`src/hdl/dbcs_pkg.sv`:
```
// ----------------------------------------------------------------------------
// dbcs_pkg
// Shared types, constants and helpers for the DEFLATE block cost selector.
// ----------------------------------------------------------------------------
package dbcs_pkg;

  localparam int unsigned SumW     = 32;
  localparam int unsigned SlotW    = 9;
  localparam int unsigned CountW   = 16;
  localparam int unsigned ClenW    = 4;
  localparam int unsigned HdrW     = 12;
  localparam int unsigned KindW    = 2;
  localparam int unsigned LenW     = 4;   // fixed length and extra bits
  localparam int unsigned CostLenW = LenW + 1;
  localparam int unsigned ProdW    = CountW + CostLenW;

  localparam logic [SumW-1:0] SatVal     = '1;
  localparam logic [HdrW:0]   HdrAdjust  = 13'd3;

  typedef enum logic [KindW-1:0] {
    KIND_DYNAMIC = 2'd0,
    KIND_FIXED   = 2'd1,
    KIND_RAW     = 2'd2
  } kind_e;

  typedef struct packed {
    logic            used;
    logic [LenW-1:0] base_len;
    logic [LenW-1:0] extra;
  } slot_cost_t;

  // Fixed code length and extra bits per RFC 1951 for one histogram slot.
  function automatic slot_cost_t slot_cost_f(logic [SlotW-1:0] slot);
    slot_cost_t      c;
    logic [SlotW-1:0] d;
    c = '0;
    d = slot - 9'd288;
    if (slot <= 9'd285) begin
      c.used = 1'b1;
      if (slot <= 9'd143) begin
        c.base_len = 4'd8;
      end else if (slot <= 9'd255) begin
        c.base_len = 4'd9;
      end else if (slot <= 9'd279) begin
        c.base_len = 4'd7;
      end else begin
        c.base_len = 4'd8;
      end
      if (slot >= 9'd265 && slot <= 9'd284) begin
        c.extra = LenW'((slot - 9'd261) >> 2);
      end
    end else if (slot >= 9'd288 && slot <= 9'd317) begin
      c.used     = 1'b1;
      c.base_len = 4'd5;
      if (d >= 9'd4) begin
        c.extra = LenW'((d - 9'd2) >> 1);
      end
    end
    return c;
  endfunction

  // Saturating add; a saturated sum stays saturated.
  function automatic logic [SumW-1:0] sat_add_f(logic [SumW-1:0] a,
                                                 logic [ProdW-1:0] b);
    logic [SumW:0] t;
    t = {1'b0, a} + (SumW+1)'(b);
    if (a == SatVal || t >= {1'b0, SatVal}) begin
      return SatVal;
    end
    return t[SumW-1:0];
  endfunction

endpackage

```
`src/hdl/dbcs_accum.sv`:
```
// ----------------------------------------------------------------------------
// dbcs_accum
// Per-entry cost decode and saturating dynamic/fixed bit accumulators.
// ----------------------------------------------------------------------------
module dbcs_accum (
  input  logic                          clk_i,
  input  logic                          rst_ni,
  input  logic                          en_i,
  input  logic                          clr_i,
  input  logic [dbcs_pkg::SlotW-1:0]    sym_slot_i,
  input  logic [dbcs_pkg::CountW-1:0]   sym_count_i,
  input  logic [dbcs_pkg::ClenW-1:0]    code_len_i,
  output logic [dbcs_pkg::SumW-1:0]     dyn_sum_o,
  output logic [dbcs_pkg::SumW-1:0]     fix_sum_o
);
  import dbcs_pkg::*;

  slot_cost_t          cost;
  logic [CostLenW-1:0] dyn_len;
  logic [CostLenW-1:0] fix_len;
  logic [ProdW-1:0]    dyn_prod;
  logic [ProdW-1:0]    fix_prod;
  logic [SumW-1:0]     dyn_sum_q, dyn_sum_d;
  logic [SumW-1:0]     fix_sum_q, fix_sum_d;

  always_comb begin
    cost     = slot_cost_f(sym_slot_i);
    dyn_len  = CostLenW'(code_len_i) + CostLenW'(cost.extra);
    fix_len  = CostLenW'(cost.base_len) + CostLenW'(cost.extra);
    dyn_prod = ProdW'(sym_count_i) * ProdW'(dyn_len);
    fix_prod = ProdW'(sym_count_i) * ProdW'(fix_len);
    if (!cost.used) begin
      dyn_prod = '0;
      fix_prod = '0;
    end
    dyn_sum_d = sat_add_f(dyn_sum_q, dyn_prod);
    fix_sum_d = sat_add_f(fix_sum_q, fix_prod);
  end

  // Sums including the current entry.
  assign dyn_sum_o = dyn_sum_d;
  assign fix_sum_o = fix_sum_d;

  always_ff @(posedge clk_i or negedge rst_ni) begin
    if (!rst_ni) begin
      dyn_sum_q <= '0;
      fix_sum_q <= '0;
    end else if (en_i) begin
      dyn_sum_q <= clr_i ? '0 : dyn_sum_d;
      fix_sum_q <= clr_i ? '0 : fix_sum_d;
    end
  end

endmodule

```
`src/hdl/dbcs_choose.sv`:
```
// ----------------------------------------------------------------------------
// dbcs_choose
// Header correction of the dynamic cost and choice of the block kind.
// ----------------------------------------------------------------------------
module dbcs_choose (
  input  logic [dbcs_pkg::SumW-1:0]  dyn_sum_i,
  input  logic [dbcs_pkg::SumW-1:0]  fix_sum_i,
  input  logic [dbcs_pkg::HdrW-1:0]  header_bits_i,
  input  logic [dbcs_pkg::SumW-1:0]  raw_bits_i,
  output logic [dbcs_pkg::SumW-1:0]  dynamic_bits_o,
  output dbcs_pkg::kind_e            block_kind_o
);
  import dbcs_pkg::*;

  logic [SumW:0] hdr_sum;
  logic [SumW:0] hdr_adj;

  always_comb begin
    hdr_sum = {1'b0, dyn_sum_i} + (SumW+1)'(header_bits_i);
    hdr_adj = hdr_sum - (SumW+1)'(HdrAdjust);
    if (dyn_sum_i == SatVal) begin
      dynamic_bits_o = SatVal;
    end else if (hdr_sum < (SumW+1)'(HdrAdjust)) begin
      dynamic_bits_o = '0;
    end else if (hdr_adj >= {1'b0, SatVal}) begin
      dynamic_bits_o = SatVal;
    end else begin
      dynamic_bits_o = hdr_adj[SumW-1:0];
    end

    // Ties fall to the later choice.
    if (dynamic_bits_o < fix_sum_i && dynamic_bits_o < raw_bits_i) begin
      block_kind_o = KIND_DYNAMIC;
    end else if (fix_sum_i < raw_bits_i) begin
      block_kind_o = KIND_FIXED;
    end else begin
      block_kind_o = KIND_RAW;
    end
  end

endmodule

```
`src/hdl/deflate_block_cost_select.sv`:
```
// ----------------------------------------------------------------------------
// deflate_block_cost_select
// DEFLATE block cost estimator: dynamic vs fixed vs stored block choice.
// ----------------------------------------------------------------------------
// Usage:
//   Input channel (in_valid_i / in_stall_o): one histogram entry per
//   transaction: slot, count, dynamic code length, last flag, and on the
//   last entry the dynamic header length and the stored-block size.
//   Output channel (out_valid_o / out_stall_i): one transaction per block,
//   carrying the dynamic cost, the fixed cost and the chosen block kind.
// Throughput: one entry per cycle unless a last entry is held (see Stall);
//   the decode, 16x5 multiply and saturating add that feed the two
//   accumulators are combinational.
// Path: the result of a block goes from the input register through the
//   final-sum register to the output register.
// Stall: non-last entries keep streaming into the accumulators while a
//   result waits in the output register; a last entry is held only when
//   the final-sum and output registers are both occupied and stalled.
// Reset: asynchronous, active low; empties all stages and clears both
//   accumulators to zero.
// ----------------------------------------------------------------------------
module deflate_block_cost_select (
  input  logic                          clk_i,
  input  logic                          rst_ni,
  // entry channel
  input  logic                          in_valid_i,
  output logic                          in_stall_o,
  input  logic [dbcs_pkg::SlotW-1:0]    sym_slot_i,
  input  logic [dbcs_pkg::CountW-1:0]   sym_count_i,
  input  logic [dbcs_pkg::ClenW-1:0]    code_len_i,
  input  logic                          last_slot_i,
  input  logic [dbcs_pkg::HdrW-1:0]     header_bits_i,
  input  logic [dbcs_pkg::SumW-1:0]     raw_bits_i,
  // result channel
  output logic                          out_valid_o,
  input  logic                          out_stall_i,
  output logic [dbcs_pkg::SumW-1:0]     dynamic_bits_o,
  output logic [dbcs_pkg::SumW-1:0]     fixed_bits_o,
  output logic [dbcs_pkg::KindW-1:0]    block_kind_o
);
  import dbcs_pkg::*;

  // Stage A: input register
  logic               a_vld_q;
  logic [SlotW-1:0]   a_slot_q;
  logic [CountW-1:0]  a_count_q;
  logic [ClenW-1:0]   a_clen_q;
  logic               a_last_q;
  logic [HdrW-1:0]    a_hdr_q;
  logic [SumW-1:0]    a_raw_q;

  // Stage B: final sums of a block
  logic               b_vld_q;
  logic [SumW-1:0]    b_dyn_q;
  logic [SumW-1:0]    b_fix_q;
  logic [HdrW-1:0]    b_hdr_q;
  logic [SumW-1:0]    b_raw_q;

  // Stage C: output register
  logic               c_vld_q;
  logic [SumW-1:0]    c_dyn_q;
  logic [SumW-1:0]    c_fix_q;
  kind_e              c_kind_q;

  logic               c_free;
  logic               b_free;
  logic               b_go;
  logic               a_go;
  logic               a_free;
  logic               in_take;
  logic [SumW-1:0]    dyn_sum;
  logic [SumW-1:0]    fix_sum;
  logic [SumW-1:0]    dyn_bits;
  kind_e              kind;

  // Flow control: only a last entry needs room downstream.
  assign c_free  = !c_vld_q || !out_stall_i;
  assign b_go    = b_vld_q && c_free;
  assign b_free  = !b_vld_q || c_free;
  assign a_go    = a_vld_q && (!a_last_q || b_free);
  assign a_free  = !a_vld_q || a_go;
  assign in_take = in_valid_i && a_free;

  assign in_stall_o = !a_free;

  dbcs_accum u_accum (
    .clk_i       (clk_i),
    .rst_ni      (rst_ni),
    .en_i        (a_go),
    .clr_i       (a_last_q),
    .sym_slot_i  (a_slot_q),
    .sym_count_i (a_count_q),
    .code_len_i  (a_clen_q),
    .dyn_sum_o   (dyn_sum),
    .fix_sum_o   (fix_sum)
  );

  dbcs_choose u_choose (
    .dyn_sum_i      (b_dyn_q),
    .fix_sum_i      (b_fix_q),
    .header_bits_i  (b_hdr_q),
    .raw_bits_i     (b_raw_q),
    .dynamic_bits_o (dyn_bits),
    .block_kind_o   (kind)
  );

  // Valid bits
  always_ff @(posedge clk_i or negedge rst_ni) begin
    if (!rst_ni) begin
      a_vld_q <= 1'b0;
      b_vld_q <= 1'b0;
      c_vld_q <= 1'b0;
    end else begin
      if (a_free) begin
        a_vld_q <= in_valid_i;
      end
      if (b_free) begin
        b_vld_q <= a_go && a_last_q;
      end
      if (c_free) begin
        c_vld_q <= b_go;
      end
    end
  end

  // Payload registers
  always_ff @(posedge clk_i) begin
    if (in_take) begin
      a_slot_q  <= sym_slot_i;
      a_count_q <= sym_count_i;
      a_clen_q  <= code_len_i;
      a_last_q  <= last_slot_i;
      a_hdr_q   <= header_bits_i;
      a_raw_q   <= raw_bits_i;
    end
    if (a_go && a_last_q) begin
      b_dyn_q <= dyn_sum;
      b_fix_q <= fix_sum;
      b_hdr_q <= a_hdr_q;
      b_raw_q <= a_raw_q;
    end
    if (b_go) begin
      c_dyn_q  <= dyn_bits;
      c_fix_q  <= b_fix_q;
      c_kind_q <= kind;
    end
  end

  assign out_valid_o    = c_vld_q;
  assign dynamic_bits_o = c_dyn_q;
  assign fixed_bits_o   = c_fix_q;
  assign block_kind_o   = c_kind_q;

endmodule
```
`config.mk`:
```
export PLATFORM = sky130hd
export DESIGN_NAME = deflate_block_cost_select
export DESIGN_NICKNAME = d
export VERILOG_FILES = /design/src/hdl/dbcs_pkg.sv /design/src/hdl/dbcs_accum.sv /design/src/hdl/dbcs_choose.sv /design/src/hdl/deflate_block_cost_select.sv
export SDC_FILE = /design/constraint.sdc
export NUM_CORES = 1
export LEC_CHECK = 0
export BUFFER_PORTS_ARGS = -buffer_cell sky130_fd_sc_hd__buf_2
export CAP_MARGIN = 20
export CELL_PAD_IN_SITES_DETAIL_PLACEMENT = 1
export CELL_PAD_IN_SITES_GLOBAL_PLACEMENT = 1
export CORE_MARGIN = 5
export CORE_UTILIZATION = 49
export DETAILED_ROUTE_END_ITERATION = 8
export PLACE_DENSITY_LB_ADDON = 0.1
export SLEW_MARGIN = 25
export SYNTH_ARGS = -nofsm -noshare
export SYNTH_HDL_FRONTEND = slang
export SYNTH_HIERARCHICAL = 1
export SYNTH_SLANG_ARGS = --single-unit
```
`constraint.sdc`:
```
create_clock -name clk_i -period 12.75 [get_ports clk_i]
set_input_delay 0.6375 -clock clk_i [delete_from_list [all_inputs] [get_ports clk_i]]
set_output_delay 0.6375 -clock clk_i [all_outputs]
set_load 0.05 [all_outputs]
```
==> flow_summary.toml <==
[pwr]
powerDensity_mw_per_mm2 = 241
ir_drop_v = 0.000109
p_leak_nw = 12.5

[outcome]
status = "complete, no violations"

[timing]
hold_violations = 0
rsz0062_at_grt = "false"
period_minus_slack_ps = 11290
fmax_mhz = 88.6
whs_ps = 178
min_period_over_period_pct = 88.5
finalSetupViolCount = 0
relSlewSlack_pct = 23.1
fin_tns_setup_ps = 0
skew_ps = 31.9
slew_violations = 0
worstMarginPinSlew_ps = 1120

[routing]
finalWirelength_um = 70100
drt_iter0_drc = 954
vias = 19114
drc = 0
final_antenna_net_count = 0
wl_per_cell_um = 21.5
avgViaCountPerCell = 5.85
firstDrtPassIters = 5

[setup_path]
r2r_cells = 38
crit_slowest_cell = "a2111oi_0"
worstPathRequired_ps = 13070
worstReg2RegEnd = "b_dyn_q[31]$_DFFE_PP_"
cp-end-kind = "flop"
endpoint = "b_dyn_q[31]$_DFFE_PP_"
crit_arrival_ps = 11600
worstReg2RegStart = "a_slot_q[1]$_DFFE_PP_"
crit_type = "flop to flop"
reg2reg_slack_ps = 1460
cpPeakStageDelay_ps = 990
path_max_fanout = 40
critPathLaunch = "a_slot_q[1]$_DFFE_PP_"
start_kind = "flop"

[cts]
insertion_delay_ps = 580
numCtsBuffers = 37
cts.sink_count = 315
cts_tree = "built"
cts_setup_buffers = 0
cts-resized-gates = 0
cts_root_buf = "clkbuf_16"
h-tree-depth = 2
clk_pin_slew_worst_paths_ps = 60
cts_hold_buf = 0
clk_path_buf_depth = 3

[min_path]
min-delay-path-class = "primary input to asynchronous set/reset pin"

[grt]
track_usage_pct = 25.5
grt_pass1_wl_um = 111000
antenna_found_initial = 0
grt_max_degree = 75
grt-ovfl-total = 0
grt_pass1_vias = 20453

[logic_synthesis]
postSynthCellCount = 2457
netlist-cell-type-count = 90
synth-async-reset-ratio_pct = 21.3
syn_avg_cell_area_sq_um = 9.89
syn_nets = 2848
yosysWarnings = 6
synth_flop_cell = "edfxtp_1"
synth-edff-count = 248
ys_ff_latch = 315
seq_area_frac_synth_pct = 37.6
syn-cell-area_sq_mm = 0.0243

[job]
drv_cap = 0

[floorplanning]
fp.dieW_um = 233
die_h_um = 233
ios = 146
dieArea_sq_mm = 0.0541
initial_core_util_pct = 49.6
fp-row-count = 81
coreArea_sq_mm = 0.0490

[placement]
port_buffers = 145
hpwl_um = 54500
dp_cells = 3199
gp_congestion = 0.914
dpl_cell_area_sq_mm = 0.0257

[cells_and_area]
regArea_sq_mm = 0.00912
filler_cell_count = 5514
stdcell_area_sq_mm = 0.0271
fin_nets = 2965
final_util_pct = 55.3
synthToLayoutAreaGrowth_pct = 11.5
drive_gt1_share_pct = 10.3
fin_cells = 3267
multi_input_area_sq_mm = 0.0140
antenna_cells = 0
-- worst min-delay path by stage --
stage | slack (ps) | from | depth (start not counted) | to
after global placement | 400 | a_hdr_q[5]$_DFFE_PP_ | 0 | b_hdr_q[5]$_DFFE_PP_
after CTS | 190 | code_len_i[3] | 1 | a_clen_q[3]$_DFFE_PP_
after detailed placement | 410 | a_raw_q[12]$_DFFE_PP_ | 0 | b_raw_q[12]$_DFFE_PP_
after global routing | 200 | raw_bits_i[15] | 1 | a_raw_q[15]$_DFFE_PP_
after floorplan | 340 | rst_ni | 0 | a_vld_q$_DFFE_PN0P_
final | 180 | rst_ni | 2 | u_accum/fix_sum_q[22]$_DFFE_PN0P_
-- cell type report --
class	instances	area share, %
multi-input cells	1831	51.8
flip-flops and latches	315	33.7
clock buffers	45	3.57
inverters	233	3.23
well taps	664	3.07
repair buffers	156	3.01
clock inverters	23	1.65
-- synthesized netlist by cell type, drive strengths merged (67+ instances only) --
cell,count,share of area (%)
edfxtp,248,31
inv,233,3.6
nand2,227,3.5
ha,224,12
a21oi,153,3.2
nor2,115,1.8
a21o,111,3.4
and2,104,2.7
o21ai,97,2.0
fa,89,7.3
xnor2,72,2.6
dfrtp,67,6.9
-- power breakdown --
| group | total, mW | switching (mW) | internal [mW] |
|---|---|---|---|
| Sequential | 1.56 | 0.165 | 1.39 |
| Combinational | 3.73 | 2.37 | 1.36 |
| Clock | 1.23 | 0.459 | 0.772 |
| Total | 6.52 | 3.00 | 3.53 |
-- flip-flops by register name (all words and copies together) (netlist names), 2 cells and up --
name               flops
b_dyn_q               32
a_count_q             16
u_accum/dyn_sum_q     32
u_accum/fix_sum_q     32
a_raw_q               32
dynamic_bits_o        32
block_kind_o           2
a_hdr_q               12
fixed_bits_o          32
a_clen_q               4
b_raw_q               32
a_slot_q               9
b_fix_q               32
b_hdr_q               12
-- worst max-delay path: cells and delay by family, from the launching register on --
kind                     cells  cell delay (ps)
XOR/XNOR                     1              220
AND/OR/NAND/NOR             11             2050
adder cells (fa/ha/maj)      8             3060
flip-flops                   1              480
buffers and inverters        4              730
AO/OA/AOI/OAI               14             4500
-- routing by layer --
metal / track usage [%] / up-vias / part of all wire [%]
li1: - / 9046 / -
met4: 8.49 / 0 / 3.4
met5: 0 / - / 0
met3: 3.17 / 107 / 3.6
met2: 45.5 / 380 / 50
met1: 32.2 / 9581 / 43
-- metrics by stage --
step | power [mW] | setup WS, ps
2_1_floorplan | 4.22 | 3720
3_3_place_gp | 5.09 | 1750
3_5_place_dp | 5.26 | 1410
4_1_cts | 6.54 | 1420
5_1_grt | 7.02 | 842
6_report | 6.52 | 1460
-- cells in the final DEF (no fill, tap or decap), types with 8 or more instances in the layout --
master       n
nand2b_1    32
a2111oi_0   10
and2_1     103
o21a_1      22
or2_2        9
a211oi_1    21
nor2_1     114
buf_2      145
o21bai_1     8
o31ai_1     11
o2111ai_1    9
and4_1      16
xor2_1      57
nor4_1      12
o21ai_0     89
edfxtp_1   248
o211ai_1    17
bufinv_16   11
ha_1       224
o21ai_1      8
o22ai_1      8
xnor2_1     67
nor3_1      55
inv_1      232
buf_4        9
nor2b_1     55
and3_1      41
nand3_1     43
dfrtp_1     67
nand4_1     49
clkbuf_16   37
a21o_1     111
fa_1        89
a21oi_1    153
a31oi_1     22
nand2_1    227
or3_1        8
-- cell families after synthesis --
kind of cell,count (synthesis),synth area share (%)
compound gates,576,16.0
flops,315,37.6
simple gates,809,17.6
fa+ha+maj,313,18.9
xor+xnor,130,4.72
mux,3,0.124
buf+inv,311,5.05
Note: power is estimated with default switching activity, not from simulation.
